### src/design/ncrq_pkg.sv
// Shared types and constants for the neighbor cell radius query block.
package ncrq_pkg;

  localparam int FRAC_BITS = 8;
  localparam int CFG_W     = 16;
  localparam int CS_W      = CFG_W + FRAC_BITS;   // cell size in fixed point
  localparam int GAP_W     = CS_W + 1;            // axis gap, at most 2*cs
  localparam int SQ_W      = 2 * GAP_W;           // squared gap or radius
  localparam int SUM_W     = SQ_W + 1;
  localparam int GRID_W    = 16;
  localparam int POS_W     = 40;
  localparam int RAD_W     = 32;
  localparam int BOUND_W   = POS_W + 1;
  localparam int CELL_W    = 17;
  localparam int NB_COUNT  = 24;
  localparam int NB_IDX_W  = 5;

  // column / row codes of the 5x5 block (offset +2)
  localparam logic [2:0] COL_L2 = 3'd0;
  localparam logic [2:0] COL_L1 = 3'd1;
  localparam logic [2:0] COL_C  = 3'd2;
  localparam logic [2:0] COL_R1 = 3'd3;
  localparam logic [2:0] COL_R2 = 3'd4;

  // raster order of the 24 neighbors, center skipped
  localparam logic [2:0] NB_COL [NB_COUNT] = '{
    3'd0, 3'd1, 3'd2, 3'd3, 3'd4,
    3'd0, 3'd1, 3'd2, 3'd3, 3'd4,
    3'd0, 3'd1, 3'd3, 3'd4,
    3'd0, 3'd1, 3'd2, 3'd3, 3'd4,
    3'd0, 3'd1, 3'd2, 3'd3, 3'd4
  };
  localparam logic [2:0] NB_ROW [NB_COUNT] = '{
    3'd0, 3'd0, 3'd0, 3'd0, 3'd0,
    3'd1, 3'd1, 3'd1, 3'd1, 3'd1,
    3'd2, 3'd2, 3'd2, 3'd2,
    3'd3, 3'd3, 3'd3, 3'd3, 3'd3,
    3'd4, 3'd4, 3'd4, 3'd4, 3'd4
  };

  // Classified query handed from front to back.
  // sqx/sqy hold squared gaps for columns/rows L2, L1, R1, R2; center gap is zero.
  typedef struct packed {
    logic                      ext;
    logic                      named;
    logic                      qual;
    logic signed [GRID_W-1:0]  gx;
    logic signed [GRID_W-1:0]  gy;
    logic [3:0][SQ_W-1:0]      sqx;
    logic [3:0][SQ_W-1:0]      sqy;
    logic [SQ_W-1:0]           r2;
  } ncrq_entry_t;

endpackage

### src/design/ncrq_fifo.sv
// Short queue of classified queries between front and back.
module ncrq_fifo #(
  parameter int DEPTH = 2
) (
  input  logic                           clk,
  input  logic                           rst,
  input  logic                           push,
  input  ncrq_pkg::ncrq_entry_t          push_data,
  output logic                           full,
  output logic                           head_valid,
  output ncrq_pkg::ncrq_entry_t          head,
  input  logic                           pop,
  output logic [$clog2(DEPTH+1)-1:0]     count
);
  import ncrq_pkg::*;

  localparam int PTR_W = (DEPTH > 1) ? $clog2(DEPTH) : 1;
  localparam int CNT_W = $clog2(DEPTH+1);
  localparam logic [PTR_W-1:0] PTR_LAST = PTR_W'(DEPTH - 1);

  ncrq_entry_t      mem [DEPTH];
  logic [PTR_W-1:0] wr_ptr, rd_ptr;
  logic             do_push, do_pop;

  assign full       = (count == CNT_W'(DEPTH));
  assign head_valid = (count != '0);
  assign head       = mem[rd_ptr];
  assign do_push    = push && !full;
  assign do_pop     = pop && head_valid;

  always_ff @(posedge clk) begin
    if (rst) begin
      wr_ptr <= '0;
      rd_ptr <= '0;
      count  <= '0;
    end else begin
      if (do_push) begin
        wr_ptr <= (wr_ptr == PTR_LAST) ? '0 : wr_ptr + 1'b1;
      end
      if (do_pop) begin
        rd_ptr <= (rd_ptr == PTR_LAST) ? '0 : rd_ptr + 1'b1;
      end
      if (do_push && !do_pop) begin
        count <= count + 1'b1;
      end else if (do_pop && !do_push) begin
        count <= count - 1'b1;
      end
    end
    if (do_push) begin
      mem[wr_ptr] <= push_data;
    end
  end

endmodule

### config.mk
export PLATFORM = sky130hd
export DESIGN_NAME = ncrq_fifo
export DESIGN_NICKNAME = d
export VERILOG_FILES = /design/src/design/ncrq_pkg.sv /design/src/design/ncrq_fifo.sv
export SDC_FILE = /design/constraint.sdc
export NUM_CORES = 1
export LEC_CHECK = 0
export BUFFER_PORTS_ARGS = -buffer_cell sky130_fd_sc_hd__buf_2
export CORE_AREA = 3 3 385 387
export DETAILED_ROUTE_END_ITERATION = 12
export DIE_AREA = 0 0 388 390
export PLACE_DENSITY = 0.47
export REMOVE_ABC_BUFFERS = 1
export SLEW_MARGIN = 40
export SYNTH_ARGS = -nofsm -noshare
export SYNTH_HDL_FRONTEND = slang
export SYNTH_SLANG_ARGS = --single-unit
### constraint.sdc
create_clock -name clk -period 27.9 [get_ports clk]
set_clock_uncertainty 0.05 [all_clocks]
set_input_delay 6.975 -clock clk [delete_from_list [all_inputs] [get_ports clk]]
set_output_delay 6.975 -clock clk [all_outputs]
set_load 0.01 [all_outputs]
Word level (Yosys, flattened, before mapping)
Memory sizes are Yosys's and may differ from the RTL's. A register that Yosys moved wholly into a read port is not among the register bits.
Index checks and enable logic that the tools add are counted.
W data, S select, Z words.
- flip-flop bits (word level): 4
- bits in latches: 0
- RAM bits: 970
- ROM bits: 0
- bits of input ports: 489
- output and inout bits: 489
- word-level logic and storage cells: 26
- memories kept: 1
- memory list (name ; depth ; width ; rd ports ; clocked after memory_dff ; wr ports ; RTL line ; text):
    mem ; 2 ; 485 ; 1 ; 1 ; 1 ; ncrq_fifo.sv:21 ; ncrq_entry_t mem [DEPTH];
- $add $sub $neg: 4
- multiply operators: 0
- div/mod/pow operators: 0
- magnitude comparators: 0
- eq/ne operators: 1
- shift operators: 0
- muxes and demuxes: 8
- bitwise operators: 0
- reduce and logical (&&, ||, !) cells: 9
- operators by type and width (kind ; number):
    $mux W1 ; 6
    $logic_and A1 B1 Y1 ; 4
    $mux W2 ; 2
    $reduce_bool A2 Y1 ; 2
    $logic_not A1 Y1 ; 3
    $add A1 B1 Y1 const B ; 2
    $add A2 B1 Y2 const B ; 1
    $eq A2 B2 Y1 const B ; 1
    $sub A2 B1 Y2 const B ; 1

Longest topological paths before layout
Gate-level depths: netlist (run 1).
- depth after elaboration: 7
- depth in mapped cells: 6

Worst setup path before layout (run 1)
Ideal clock, no wire load.
- kind: input -> register
- from: input push
- to: memory mem[1][0] in the netlist's numbering, enable pin
- library setup time: 0.914 ns
- arrival: 18.126 ns
- required time: 26.936 ns
- slack: 8.810 ns
- cell stages on the path: 3
- buffers on the path: 0
- cells stage by stage: inv_1 nor2_1 and2_1
- word-level cells in the longest chain between the ends: 3
- RTL lines (item ; RTL line ; text):
    from (decl) ; ncrq_fifo.sv:7 ; input logic push,
    $logic_and A1 B1 Y1 ; ncrq_fifo.sv:28 ; assign do_push = push && !full;
    $mux W1 ; ncrq_fifo.sv:49 ; if (do_push) begin
    $mux W1 (implied by the code) ; ncrq_fifo.sv:50 ; mem[wr_ptr] <= push_data;
    to (decl) ; ncrq_fifo.sv:21 ;
Every way passes these cells.

==> flow_summary.toml, run 1 <==
[status]
outcome = "completed"

[die]
ios = 978
rows = 140
core_area_um2 = 145200
dieArea_um2 = 151300
start_util_pct = 24.39
dieWidth_um = 388
die_h_um = 390

[drt]
vias_per_cell = 3.981
drcViolationCount = 0
ant_nets = 0
firstDrtPassIters = 5
vias = 18340
postRouteWirelength_um = 96500
avgRoutedWirePerCell_um = 20.95
drtIter0Drc = 917

[sta]
min_period_ps = 11140
hold_viol = 0
slew_headroom_pct = 44.96
tightest_slew_ps = 825.5
fmaxAchievable_mhz = 89.78
rsz0062_at_grt = "no"
slew_violations = 0
period_share_pct = 39.92
hold_slack_ps = 443.6
setup_viol = 0
fin_setup_tns_ps = 0

[finish]
drive_gt1_share_pct = 60.86
instances_no_fill = 4606
syn2layout_area_growth_pct = 29.02
fin_area_um2 = 45700
fin_nets = 3075

[worst_hold_path]
holdPathStages = 2
hold_path.class = "reg2reg"
min_to = "wr_ptr"
hold_start = "wr_ptr"

[global_route]
antenna_found_initial = 44
grt_pass1_wl_um = 134300
grt_pass1_vias = 19310
grt_max_degree = 94
grt_use_total_pct = 12.18
grt_overflow = 0

[power]
vdd_drop_max_uv = 69.54
leakage_nw = 16.51
powerDensity_nw_per_um2 = 91.89

[synth]
synthTopCellsByArea = "edfxtp_1 82%, mux2_2 15%, buf_6 1.4%"
ys_warn_count = 0
synth-seq-area-share_pct = 82.53
synth-seq-cells = 975
syn_inst = 1534
yosys.area.top_type = "edfxtp_1"
avgSynthCellArea_um2 = 23.09
synth_cell_types = 16
synth_area_um2 = 35420
synth_top_area_share_pct = 82.24

[worst_setup_path]
worst-path-buf-inv = 5
critPathTopFamily = "buffers and inverters"
critPathKind = "reg2out"
critPathSlowestCell = "buf_6"
end_kind = "output port"
reg2reg_from = "count[0]"
worst_ep_arrival_time_ps = 4110
r2r_end = "mem[0][148]"
cp_common_cell = "buf_6"
cp-start-kind = "flop"
worst-r2r-setup-slack_ps = 23680
path_cells = "buf_12 -> buf_4 -> buf_6 -> buf_6 -> mux2_2 -> buf_2"
worstPathRequired_ps = 20880
crit_fanout = 80
r2r_cells = 7
slowest_delay_ps = 630

[clocking]
cts.sinks = 975
clock_latency_ps = 680
tritoncts = "built"
htree_num_levels = 3
post_cts_buffers = 0
cts.clk_slew.worst_paths_ps = 60
cts-root-buf = "clkbuf_16"
ctsResizeCount = 0
cts_hold_buf = 0
cts_max_path_buffers = 3
numCtsBuffers = 104

[placement]
placedInstanceArea_um2 = 42450
globalplace.congestion = 0.7712
post-dp-hpwl_um = 68730
io_buffers = 977
placed_cells = 4396

[flow_run]
max-cap-violations = 0
metal layers:
layer  track usage [%]  routed length [um]  vias to the layer above
li1                  -                   -                     8292
met1             13.47               36090                     9204
met2             21.53               49460                      651
met3             5.077                8592                      162
met4             3.178                2183                       26
met5                 0                 177                        -
registers in the layout, summed over array words and instances, names as in the netlist, named ones only:
name    count
wr_ptr      1
mem       970
count       2
rd_ptr      1
stage by stage:
step                      total power, mW  utilization (%)  setup WS, ps
after floorplan                     2.742                -          8481
after global placement              2.962            29.12         16660
after detailed placement            2.970            29.23         16760
after CTS                           4.288            31.43         16320
after global routing                4.406            31.45         16440
final                               4.199            31.47         16760
layout make-up:
| type | count | area (um^2) |
|---|---|---|
| repair buffers | 999 | 5236 |
| multi-input cells | 503 | 5574 |
| fillers | 14360 | 99520 |
| clock buffers | 132 | 2749 |
| flip-flops and latches | 975 | 29230 |
| well taps | 1917 | 2399 |
| clock inverters | 59 | 442.9 |
| diodes | 19 | 47.55 |
| inverters | 2 | 15.01 |
cell families (layout without fill, tap and decap cells):
logic type,count (synthesis),after routing,synth area share (%)
compound gates,5,5,0.07065
xor+xnor,3,3,0.07420
fa+ha+maj,1,1,0.03532
buf+inv,56,1192,1.742
flops,975,975,82.53
mux,485,485,15.42
other cells,0,19,0
simple gates,9,9,0.1307
Yosys cell counts:
| cell type | number |
|---|---|
| edfxtp_1 | 970 |
| mux2_2 | 485 |
| buf_6 | 43 |
| clkbuf_8 | 8 |
| dfxtp_1 | 5 |
| nor2_1 | 4 |
| buf_2 | 3 |
| o21ai_0 | 3 |
| xor2_1 | 3 |
| a21oi_1 | 2 |
| inv_1 | 2 |
| or3_1 | 2 |
| and2_1 | 1 |
| ha_1 | 1 |
| nor2b_1 | 1 |
| or2_2 | 1 |
report_power, final:
group          leakage, nW  switching, mW  internal [mW]  total [mW]
Clock                 1.56          0.558          0.734        1.29
Combinational         5.84          0.587          0.438        1.03
Sequential            9.10         0.0423           1.84        1.88
Total                 16.5           1.19           3.01        4.20
worst reg2reg max path, stage by stage, from the launching register on:
cell and delay [ps]:
dfxtp_1 440, nor2b_1 120, or3_1 420, inv_8 470, buf_4 750, buf_6 620
buf_12 400, buf_16 460
worst max path at each step:
stage	endpoint	slack (ps)	depth (start not counted)
6_report	head[209]	16760	6
5_1_grt	head[209]	16440	6
4_1_cts	head[209]	16320	6
3_5_place_dp	mem[0][148]	16760	8
3_3_place_gp	head[333]	16660	5
2_1_floorplan	head[0]	8480	1
placed cells by master (no fill, tap or decap), types with 3 or more instances in the layout:
cell	instances
buf_12	6
buf_16	4
buf_2	977
buf_4	5
buf_6	7
bufinv_16	4
clkbuf_1	25
clkbuf_16	105
clkinv_1	29
clkinv_2	17
dfxtp_1	4
diode_2	19
edfxtp_1	970
inv_6	4
mux2_2	485
nor2_1	4
o21ai_0	3
xor2_1	3
Power figures use the tool's default switching activity.
==> inputs of run 2 (changes only) <==
CORE_AREA = 3 3 377 379   (was 3 3 385 387)
DIE_AREA = 0 0 380 382   (was 0 0 388 390)
PLACE_DENSITY = 0.49   (was 0.47)
clock period = 10.5 ns   (was 27.9 ns; I/O delays follow)
==> run 2 against run 1 <==
  * Worst hold slack improved by 11 ps
  * First-iteration DRC count rose by 8.1%
  * Utilization rose by 1.3 points
  * Via count rose by 0.16%
  * Highest routed layer unchanged
==> flow_summary.toml, run 2 (synthesis results as in run 1) <==
[sta]
slew_violations = 0
slew_headroom_pct = 47.86
hold_slack_ps = 454.6
min_period_ps = 5880
rsz0062_at_grt = "no"
fmaxAchievable_mhz = 170.1
setup_viol = 0
period_share_pct = 56.00
hold_viol = 0
tightest_slew_ps = 782.1

[global_route]
use_met3_pct = 5.003
grt_overflow = 0
grt_pass1_vias = 18830
grt_pass1_wl_um = 131800
met1_usage_pct = 14.10
use_met2_pct = 21.29
grt_max_degree = 154
grt_use_total_pct = 12.45
antenna_found_initial = 39
grt-busiest-layer = "met2"

[worst_hold_path]
hold_path.class = "reg2reg"

[clocking]
cts_hold_buf = 0
cts-root-buf = "clkbuf_16"
post_cts_buffers = 0
ctsResizeCount = 0
htree_num_levels = 3
cts.clk_slew.worst_paths_ps = 50
tritoncts = "built"
cts.sinks = 975
cts_max_path_buffers = 3
clock_latency_ps = 680
numCtsBuffers = 104

[drt]
firstDrtPassIters = 5
drcViolationCount = 0
postRouteWirelength_um = 94230
vias_per_cell = 4.025
ant_nets = 0
drtIter0Drc = 991
avgRoutedWirePerCell_um = 20.65
vias = 18370

[power]
vdd_drop_max_uv = 165.8
powerDensity_nw_per_um2 = 241.2
leakage_nw = 16.47

[die]
core_area_um2 = 139200
die_h_um = 382
dieWidth_um = 380
rows = 137
start_util_pct = 25.44
ios = 978
dieArea_um2 = 145200

[worst_setup_path]
end_kind = "output port"
worst_ep_arrival_time_ps = 3200
crit_fanout = 108
critPathKind = "reg2out"
cp-start-kind = "flop"
worstPathRequired_ps = 7830

[placement]
io_buffers = 977
globalplace.congestion = 0.8138
placedInstanceArea_um2 = 42440
post-dp-hpwl_um = 67880

[finish]
fin_area_um2 = 45600
most-common-layout-cells = "977 x buf_2, 970 x edfxtp_1, 485 x mux2_2"
drive_gt1_share_pct = 60.67
final_common_cell = "buf_2"
fin_nets = 3079
syn2layout_area_growth_pct = 28.76
largest_reg_flops = 970
largestRegisters = "mem (970), count (2)"
regMostFlops = "mem"

[status]
outcome = "completed"

[flow_run]
max-cap-violations = 0
run 2: changes by cell type in the layout (fill, tap and decap cells not counted), moves of 2 or more:
| cell | previous run | this run |
|---|---|---|
| bufinv_16 | 4 | 1 |
| buf_16 | 4 | 7 |
| clkbuf_8 | 2 | 0 |
| buf_4 | 5 | 9 |
| inv_6 | 4 | 0 |
| clkbuf_1 | 25 | 28 |
| buf_12 | 6 | 10 |
| buf_6 | 7 | 0 |
| clkinv_2 | 17 | 14 |
run 2: layout make-up:
type	instances	area (um^2)
Fill cell	13740	93590
Sequential cell	975	29230
Multi-Input combinational cell	503	5574
Timing Repair Buffer	1003	5350
Clock buffer	132	2708
Tap cell	1876	2347
Clock inverter	52	326.6
Antenna cell	20	50.05
Inverter	2	15.01
run 2: critical path, cell delays in order (launching register included):
cell and delay (ps):
dfxtp_4 630, buf_12 350, buf_12 320, buf_16 430, mux2_2 410, buf_2 140
run 2: worst paths after layout:
check        startpoint         end  slack (ps)  cells past startpoint
min              rd_ptr      rd_ptr         450                      2
min reg2reg      rd_ptr      rd_ptr         450                      2
max                flop   head[433]        4620                      5
max reg2reg    count[0]  mem[1][83]        7460                      7
run 2: per-stage QoR:
step	cells	worst slack, ps	util, %	TNS, ps	total power [mW]
3_5_place_dp	4356	5267	30.49	0	7.840
4_1_cts	4540	4591	32.67	0	11.19
5_1_grt	4551	4425	32.74	0	11.53
6_report	4563	4620	32.76	0	11.00
3_3_place_gp	4350	5000	30.38	0	7.824
2_1_floorplan	1480	-4569	-	-5612260	7.287
run 2: report_power, final:
part | switching [mW] | internal [mW] | total [mW]
clock | 1.45 | 1.84 | 3.29
sequential | 0.116 | 4.89 | 5.00
combinational | 1.52 | 1.18 | 2.71
total | 3.09 | 7.91 | 11.0
run 2: routing by layer:
layer  vias up  wire length [um]
li1       8305                 -
met1      9193             36080
met2       700             47130
met3       147              8486
met4        20              2411
met5         -               117
