## src/design/ncrq_pkg.sv

```systemverilog
// Shared types and constants for the neighbor cell radius query block.
package ncrq_pkg;

  localparam int FRAC_BITS = 8;
  localparam int CFG_W     = 16;
  localparam int CS_W      = CFG_W + FRAC_BITS;   // cell size in fixed point
  localparam int GAP_W     = CS_W + 1;            // axis gap, at most 2*cs
  localparam int SQ_W      = 2 * GAP_W;           // squared gap or radius
  localparam int SUM_W     = SQ_W + 1;
  localparam int GRID_W    = 16;
  localparam int POS_W     = 40;
  localparam int RAD_W     = 32;
  localparam int BOUND_W   = POS_W + 1;
  localparam int CELL_W    = 17;
  localparam int NB_COUNT  = 24;
  localparam int NB_IDX_W  = 5;

  // column / row codes of the 5x5 block (offset +2)
  localparam logic [2:0] COL_L2 = 3'd0;
  localparam logic [2:0] COL_L1 = 3'd1;
  localparam logic [2:0] COL_C  = 3'd2;
  localparam logic [2:0] COL_R1 = 3'd3;
  localparam logic [2:0] COL_R2 = 3'd4;

  // raster order of the 24 neighbors, center skipped
  localparam logic [2:0] NB_COL [NB_COUNT] = '{
    3'd0, 3'd1, 3'd2, 3'd3, 3'd4,
    3'd0, 3'd1, 3'd2, 3'd3, 3'd4,
    3'd0, 3'd1, 3'd3, 3'd4,
    3'd0, 3'd1, 3'd2, 3'd3, 3'd4,
    3'd0, 3'd1, 3'd2, 3'd3, 3'd4
  };
  localparam logic [2:0] NB_ROW [NB_COUNT] = '{
    3'd0, 3'd0, 3'd0, 3'd0, 3'd0,
    3'd1, 3'd1, 3'd1, 3'd1, 3'd1,
    3'd2, 3'd2, 3'd2, 3'd2,
    3'd3, 3'd3, 3'd3, 3'd3, 3'd3,
    3'd4, 3'd4, 3'd4, 3'd4, 3'd4
  };

  // Classified query handed from front to back.
  // sqx/sqy hold squared gaps for columns/rows L2, L1, R1, R2; center gap is zero.
  typedef struct packed {
    logic                      ext;
    logic                      named;
    logic                      qual;
    logic signed [GRID_W-1:0]  gx;
    logic signed [GRID_W-1:0]  gy;
    logic [3:0][SQ_W-1:0]      sqx;
    logic [3:0][SQ_W-1:0]      sqy;
    logic [SQ_W-1:0]           r2;
  } ncrq_entry_t;

endpackage

```

## src/design/ncrq_back.sv

```systemverilog
// Back end: walks the 24 neighbors of the queue head and emits hit cells.
module ncrq_back (
  input  logic                               clk,
  input  logic                               rst,
  input  logic                               head_valid,
  input  ncrq_pkg::ncrq_entry_t              head,
  output logic                               pop,
  output logic                               busy,
  output logic                               out_valid,
  input  logic                               out_ready,
  output logic                               out_kind,
  output logic signed [ncrq_pkg::CELL_W-1:0] out_cell_x,
  output logic signed [ncrq_pkg::CELL_W-1:0] out_cell_y,
  output logic                               out_last
);
  import ncrq_pkg::*;

  localparam logic [1:0] ST_IDLE  = 2'd0;
  localparam logic [1:0] ST_SCAN  = 2'd1;
  localparam logic [1:0] ST_FLUSH = 2'd2;
  localparam logic [NB_IDX_W-1:0] IDX_LAST = NB_IDX_W'(NB_COUNT - 1);

  logic [1:0]                state, state_next;
  logic [NB_IDX_W-1:0]       idx, idx_next;
  logic signed [CELL_W-1:0]  pend_x, pend_y, pend_x_next, pend_y_next;

  logic [2:0]                col, row;
  logic [SQ_W-1:0]           sq_col, sq_row;
  logic [SUM_W-1:0]          dist2;
  logic                      hit, slot;
  logic signed [CELL_W-1:0]  own_x, own_y, nb_x, nb_y;
  logic                      emit, emit_kind, emit_last;
  logic signed [CELL_W-1:0]  emit_x, emit_y;

  assign col = NB_COL[idx];
  assign row = NB_ROW[idx];

  always_comb begin
    case (col)
      COL_L2:  sq_col = head.sqx[0];
      COL_L1:  sq_col = head.sqx[1];
      COL_R1:  sq_col = head.sqx[2];
      COL_R2:  sq_col = head.sqx[3];
      default: sq_col = '0;
    endcase
    case (row)
      COL_L2:  sq_row = head.sqy[0];
      COL_L1:  sq_row = head.sqy[1];
      COL_R1:  sq_row = head.sqy[2];
      COL_R2:  sq_row = head.sqy[3];
      default: sq_row = '0;
    endcase
  end

  assign dist2 = SUM_W'(sq_col) + SUM_W'(sq_row);
  assign hit   = (dist2 <= SUM_W'(head.r2));
  assign own_x = CELL_W'(head.gx);
  assign own_y = CELL_W'(head.gy);
  assign nb_x  = own_x + CELL_W'($signed({1'b0, col})) - CELL_W'(2);
  assign nb_y  = own_y + CELL_W'($signed({1'b0, row})) - CELL_W'(2);
  assign slot  = !out_valid || out_ready;
  assign busy  = (state != ST_IDLE);

  // pend holds the latest cell; it goes out once the next hit or the end shows its tlast
  always_comb begin
    state_next  = state;
    idx_next    = idx;
    pend_x_next = pend_x;
    pend_y_next = pend_y;
    pop         = 1'b0;
    emit        = 1'b0;
    emit_kind   = 1'b1;
    emit_x      = pend_x;
    emit_y      = pend_y;
    emit_last   = 1'b0;
    unique case (state)
      ST_IDLE: begin
        if (head_valid) begin
          if (!head.ext) begin
            if (!head.named) begin
              pop = 1'b1;
            end else if (slot) begin
              emit      = 1'b1;
              emit_kind = 1'b0;
              emit_x    = '0;
              emit_y    = '0;
              emit_last = 1'b1;
              pop       = 1'b1;
            end
          end else if (!head.qual) begin
            if (slot) begin
              emit      = 1'b1;
              emit_x    = own_x;
              emit_y    = own_y;
              emit_last = 1'b1;
              pop       = 1'b1;
            end
          end else if (hit) begin
            if (slot) begin
              emit        = 1'b1;
              emit_x      = own_x;
              emit_y      = own_y;
              pend_x_next = nb_x;
              pend_y_next = nb_y;
              idx_next    = idx + 1'b1;
              state_next  = ST_SCAN;
            end
          end else begin
            pend_x_next = own_x;
            pend_y_next = own_y;
            idx_next    = idx + 1'b1;
            state_next  = ST_SCAN;
          end
        end
      end
      ST_SCAN: begin
        if (!hit || slot) begin
          if (hit) begin
            emit        = 1'b1;
            pend_x_next = nb_x;
            pend_y_next = nb_y;
          end
          if (idx == IDX_LAST) begin
            idx_next   = '0;
            state_next = ST_FLUSH;
          end else begin
            idx_next = idx + 1'b1;
          end
        end
      end
      ST_FLUSH: begin
        if (slot) begin
          emit       = 1'b1;
          emit_last  = 1'b1;
          pop        = 1'b1;
          state_next = ST_IDLE;
        end
      end
      default: begin
        state_next = ST_IDLE;
        idx_next   = '0;
      end
    endcase
  end

  always_ff @(posedge clk) begin
    if (rst) begin
      state     <= ST_IDLE;
      idx       <= '0;
      out_valid <= 1'b0;
    end else begin
      state <= state_next;
      idx   <= idx_next;
      if (emit) begin
        out_valid <= 1'b1;
      end else if (out_ready) begin
        out_valid <= 1'b0;
      end
    end
    pend_x <= pend_x_next;
    pend_y <= pend_y_next;
    if (emit) begin
      out_kind   <= emit_kind;
      out_cell_x <= emit_x;
      out_cell_y <= emit_y;
      out_last   <= emit_last;
    end
  end

endmodule

```

## config.mk

```make
export PLATFORM = sky130hd
export DESIGN_NAME = ncrq_back
export DESIGN_NICKNAME = d
export VERILOG_FILES = /design/src/design/ncrq_pkg.sv /design/src/design/ncrq_back.sv
export SDC_FILE = /design/constraint.sdc
export NUM_CORES = 1
export LEC_CHECK = 0
export ABC_AREA = 1
export BUFFER_PORTS_ARGS = -buffer_cell sky130_fd_sc_hd__buf_2
export CAP_MARGIN = 15
export CORE_AREA = 2 2 208 210
export DETAILED_ROUTE_END_ITERATION = 16
export DIE_AREA = 0 0 210 212
export PLACE_DENSITY = 0.57
export SLEW_MARGIN = 15
export SYNTH_ARGS = -nofsm -noshare
export SYNTH_HDL_FRONTEND = slang
export SYNTH_SLANG_ARGS = --single-unit
```

## constraint.sdc

```tcl
create_clock -name clk -period 7.9 [get_ports clk]
set_clock_uncertainty 0.2 [all_clocks]
set_input_delay 1.185 -clock clk [delete_from_list [all_inputs] [get_ports clk]]
set_output_delay 1.185 -clock clk [all_outputs]
set_load 0.005 [all_outputs]
```

Yosys cells after proc, flatten, opt, wreduce, memory -nomap -nowiden
Memories as Yosys holds them, arrays and structs flattened.
Cells that the tools add are included.
{ "op_classes": {"muxes": 75, "magnitude_cmp": 2, "addsub": 6, "eq_ne": 17, "reduce_logical": 14, "n_bitwise": 5} }
{ "op_table": {"columns": ["cell", "n"], "rows": [
  ["two-way mux 17 bit", 30],
  ["case mux 50 bit (4 select lines)", 2],
  ["case mux 17 bit (2 select lines)", 2],
  ["adder 50 x 50 -> 51 bit", 1],
  ["<= comparator 51 x 50 -> 1 bit", 1],
  ["two-way mux 5 bit", 7],
  ["adder 16 x 4 -> 17 bit", 2],
  ["subtractor 17 x 3 -> 17 bit (second input constant)", 2],
  ["two-way mux 1 bit", 17],
  ["two-way mux 2 bit", 8],
  ["case mux 5 bit (3 select lines)", 1],
  ["inequality test 2 bit (second input constant)", 7],
  ["AND reduction 7 bit", 2],
  ["two-way mux 3 bit", 4],
  ["== test 3 x 1 -> 1 bit (second input constant)", 2],
  ["== test 3 x 2 -> 1 bit (second input constant)", 2],
  ["== test 3 bit (second input constant)", 2],
  [">= comparator 6 bit (second input constant)", 1],
  ["logical NOT 3 bit", 2],
  ["inverter 5 -> 6 bit", 1],
  ["case mux 2 bit (3 select lines)", 1],
  ["AND reduction 6 bit", 1],
  ["nonzero test 2 bit", 3],
  ["adder 5 x 1 -> 5 bit (second input constant)", 1],
  ["other kinds (11)", 17]
]} }
{ "word_totals": {"input_bits": 489, "wordCells": 130, "reg_bits": 78, "out_inout_bits": 39, "memories": 2, "rom_bits": 192} }
{ "mem_list": {"columns": ["name", "words", "width", "rd", "rd_clocked_by_memory_dff", "write_ports", "line", "rtl"], "rows": [
  ["(name not given)", 32, 3, 1, 0, 0, "ncrq_back.sv:36", "assign row = NB_ROW[idx];"],
  ["(name not given)", 32, 3, 1, 0, 0, "ncrq_back.sv:35", "assign col = NB_COL[idx];"]
]} }

Depth between registers and ports, before layout
{ "logic_depth": {"ltp_word": 14, "ltp_mapped": 44} }

Worst setup path before layout
No wires, ideal clock.
{ "synth_path": {"path_kind": "flip-flop to flip-flop", "from": "register idx[0]", "to": "register pend_x[0], enable pin", "setup_ps": 425, "required_ps": 7275, "t_arrival_ps": 6631, "stages_incl_launch_ff": 38, "path_buffers": 2, "setup_slack_ps": 644, "cell_sequence": "dfxtp_1 -> inv_1 -> ha_1 -> nand2_1 -> o211ai_1 -> o21a_1 -> inv_1 -> nand2_1 -> inv_1 -> buf_2 -> buf_2 -> nand2_1 -> a41oi_1 -> ha_1 -> inv_1 -> fa_1 -> inv_1 -> nand3_1 -> [2 not listed] -> nand2_2 -> nand3_1 -> nand3_1 -> a21oi_1 -> o21ai_0 -> a21oi_1 -> xnor2_1 -> ha_1 -> nand2_1 -> nor2_1 -> a211oi_1 -> o311ai_2 -> inv_2 -> nand2_4 -> nand2_1 -> nand2_2 -> o211ai_1 -> nor2_1"} }
{ "synth_via": {"elab_chain_len": 12, "elab_cells_between_ends": 25, "classes_between": "add/sub: 1; order compare: 1; eq/ne: 9; mux: 6; bitwise: 1; reduce/logical: 5; memory: 2"} }
{ "synth_lines": {"columns": ["item", "line", "rtl"], "rows": [
  ["from (decl)", "ncrq_back.sv:24", "logic [NB_IDX_W-1:0] idx, idx_next;"],
  ["from (signal assigned)", "ncrq_back.sv:153", "idx <= idx_next;"],
  ["inverter 5 -> 6 bit (not written as such) *", "ncrq_back.sv:35, ncrq_back.sv:36", null],
  ["memory read (32 x 3 bit) (on tied branches)", null, null],
  ["two-way mux 3 bit (on tied branches) (2 in a row)", "ncrq_back.sv:35, ncrq_back.sv:36", null],
  ["== test 3 bit, or another cell as far along", "ncrq_back.sv:39", "case (col)"],
  ["case mux 50 bit (4 select lines) (on tied branches)", "ncrq_back.sv:39, ncrq_back.sv:46", null],
  ["adder 50 x 50 -> 51 bit *", "ncrq_back.sv:55", "assign dist2 = SUM_W'(sq_col) + SUM_W'(sq_row);"],
  ["<= comparator 51 x 50 -> 1 bit *", "ncrq_back.sv:56", "assign hit = (dist2 <= SUM_W'(head.r2));"],
  ["logical NOT 1 bit", "ncrq_back.sv:117", "if (!hit || slot) begin"],
  ["logical OR 1 bit", "ncrq_back.sv:117", null],
  ["inequality test 2 bit (no line)", null, null],
  ["AND reduction 7 bit (no line) *", null, null],
  ["to (signal assigned)", "ncrq_back.sv:160", "pend_x <= pend_x_next;"],
  ["to (decl)", "ncrq_back.sv:25", "logic signed [CELL_W-1:0] pend_x, pend_y, pend_x_next, pend_y_next;"]
]} }
Mark *: on every way between the ends. The rest lies on a longest branch, timed or not. The select of a mux whose other input is x is not followed.
A chain may end at the register's enable or synchronous reset.

Final worst setup path
{ "layout_path": {"from": "register idx[0]", "to": "register pend_x[4], enable pin"} }
The elaborated chain is that of the path after synthesis.

==> impl_metrics.tcl <==
set metrics [dict create \
    hold_class "reg2reg" \
    synth_cell_types 50 \
    drc 0 \
    overflow 0 \
    slowest_delay_ns 0.49 \
    io_buffers 527 \
    die_h_um 212 \
    crit_type "reg2reg" \
    numCtsBuffers 9 \
    synth_cells 2189 \
    path_clk_slew_ns 0.07 \
    arrival_ns 7.13 \
    synthFlopType "edfxtp_1" \
    rsz0062_at_grt "false" \
    cp_common_cell "nand2_1" \
    r2r_slack_ns 0.59 \
    synthesis.nets 2826 \
    hpwlAfterDp_mm 52.9 \
    final_area_um2 17100 \
    cp_max_fo 22 \
    die_area_um2 44500 \
    async_flop_share_pct 0 \
    yosys_warnings 0 \
    ys_seq_area_share_pct 17.0 \
    finalNetCount 3332 \
    status "complete, no violations" \
    grt_pass1_vias 15859 \
    clkSinkCount 78 \
    clockBufferDepth 2 \
    antenna_found_initial 3 \
    hold_ws_ns 0.354 \
    drtIter0Drc 1367 \
    worst_slew_pin_slew_ns 0.750 \
    wire_per_inst_um 18.9 \
    synth_area_leaders "nand2_1 24%, edfxtp_1 16%, ha_1 14%, inv_1 7.8%, a41oi_1 5.9%" \
    required_ns 7.72 \
    fp.dieW_um 210 \
    startpoint_type "flip-flop" \
    synth-edff-count 70 \
    fin_setup_tns_ns 0 \
    avgViaCountPerCell 5.13 \
    synth.largest_area_cell "nand2_1" \
    grt_max_degree 69 \
    vias 16675 \
    start_util_pct 31.2 \
    clk_latency_ns 0.33 \
    drtPass1Iterations 6 \
    setup_viol 0 \
    tritoncts "done" \
    grt_pass1_wl_mm 89.8 \
    syn2layout_area_growth_pct 28.9 \
    htreeDepth 3 \
    synth_most_common_cell "nand2_1" \
    synth_top_cell_area_share_pct 23.9 \
    drive_gt1_share_pct 23.6 \
    netlist_top_cells_count "845 x nand2_1, 275 x inv_1, 145 x ha_1" \
    rows 76 \
    filler_cell_count 4608 \
    place.gp.congestion 0.983 \
    place_area_um2 16700 \
    ys_ff_latch 78 \
    coreArea_um2 42500 \
    relSlewSlack_pct 49.3 \
    finalHoldViolations 0 \
    fmax_ghz 0.137 \
    synth_area_um2 13300 \
    period_share_pct 92.5 \
    end_kind "flip-flop" \
    wirelength_mm 61.6 \
    period_needed_ns 7.31 \
    io_pins 528 \
    cts_hold_buf 0 \
    avgSynthCellArea_um2 6.06 \
    drv_slew 0 \
    maxCapViolCount 0 \
    clockRootBuffer "clkbuf_16" \
    crit_slowest_cell "dfxtp_1" \
    grt.total_usage_pct 26.3 \
    detail-route-antenna-nets 0 \
]
[placed cells by master, fill, tap and decap left out, types with 8 or more instances in the layout]
| cell type | instances |
|---|---|
| nand2_1 | 844 |
| buf_2 | 527 |
| inv_1 | 274 |
| ha_1 | 145 |
| a21oi_1 | 126 |
| nor2_1 | 108 |
| nand3_1 | 93 |
| o21ai_0 | 93 |
| a41oi_1 | 89 |
| edfxtp_1 | 70 |
| xor2_1 | 49 |
| buf_4 | 37 |
| xnor2_1 | 27 |
| o21ai_1 | 25 |
| nand4_1 | 23 |
| a31oi_1 | 16 |
| a21o_1 | 12 |
| inv_2 | 12 |
| nor3_1 | 11 |
| clkbuf_16 | 9 |
| nand2_2 | 8 |
| dfxtp_1 | 8 |
| buf_12 | 8 |
[cell type report]
| type | instances | area (um^2) | area share [%] |
|---|---|---|---|
| flip-flops and latches | 78 | 2260 | 13.2 |
| clock inverters | 7 | 119 | 0.695 |
| multi-input cells | 1745 | 9640 | 56.3 |
| inverters | 288 | 1090 | 6.35 |
| repair buffers | 573 | 3090 | 18.0 |
| well taps | 546 | 683 | 3.99 |
| clock buffers | 9 | 225 | 1.32 |
| diodes | 3 | 7.51 | 0.0439 |
[kinds of logic (layout without fill, tap and decap cells)]
kind of cell / count (synthesis) / after routing / synth area share [%]
AND/OR/NAND/NOR: 1123 / 1123 / 34.3
AO/OA/AOI/OAI: 398 / 398 / 18.7
buffers and inverters: 366 / 877 / 10.8
adder cells (fa/ha/maj): 148 / 148 / 14.1
flip-flops: 78 / 78 / 17.0
XOR/XNOR: 76 / 76 / 5.02
other: 0 / 3 / 0
[path summary, 6_finish.rpt]
kind,from,endpoint,cells past startpoint
setup / recovery,idx[0],pend_x[4],36
hold / removal,pend_x[13],out_cell_x[13],2
setup reg to reg,idx[0],pend_x[4],36
hold reg to reg,pend_x[13],out_cell_x[13],2
[critical path: cells and delay by family, from the launching register on]
kind            cells  cell delay [ns]
compound gates      9             1.89
simple gates       17             1.84
buf+inv             6             1.41
fa+ha+maj           3             0.93
flops               1             0.49
xor+xnor            1             0.18
[metrics by stage]
step / worst slack (ns) / instances / utilization, %
after floorplan: 0.644 / 2189 / -
after global placement: 0.268 / 3222 / 39.2
after detailed placement: 0.232 / 3222 / 39.2
after CTS: 0.216 / 3238 / 40.0
after global routing: 0.106 / 3249 / 40.3
final: 0.589 / 3249 / 40.3
[layer usage]
| layer | global-route usage (%) | routed length (um) | vias up |
|---|---|---|---|
| met1 | 36.3 | 28300 | 7729 |
| met3 | 2.78 | 3500 | 46 |
| met5 | 0 | 0 | - |
| met4 | 5.89 | 1140 | 0 |
| li1 | - | - | 8269 |
| met2 | 44.2 | 28600 | 631 |
[sequential cells by signal (all words and copies together), names as in the netlist]
register and count:
pend_x 17, out_kind 1, out_valid 1, pend_y 17
state 2, out_last 1, out_cell_y 17, out_cell_x 17
idx 5
[repair_timing]
| action | in CTS | in global routing |
|---|---|---|
| resized for setup | 0 | 10 |
| setup buffers | 0 | 8 |
| hold endpoints to repair | 0 | 0 |
| endpoints found under the setup margin | 0 | 135 |
Power is left out: the tool's default activity adds up to more than one toggle a clock period on the data nets, which glitch-free logic cannot reach.
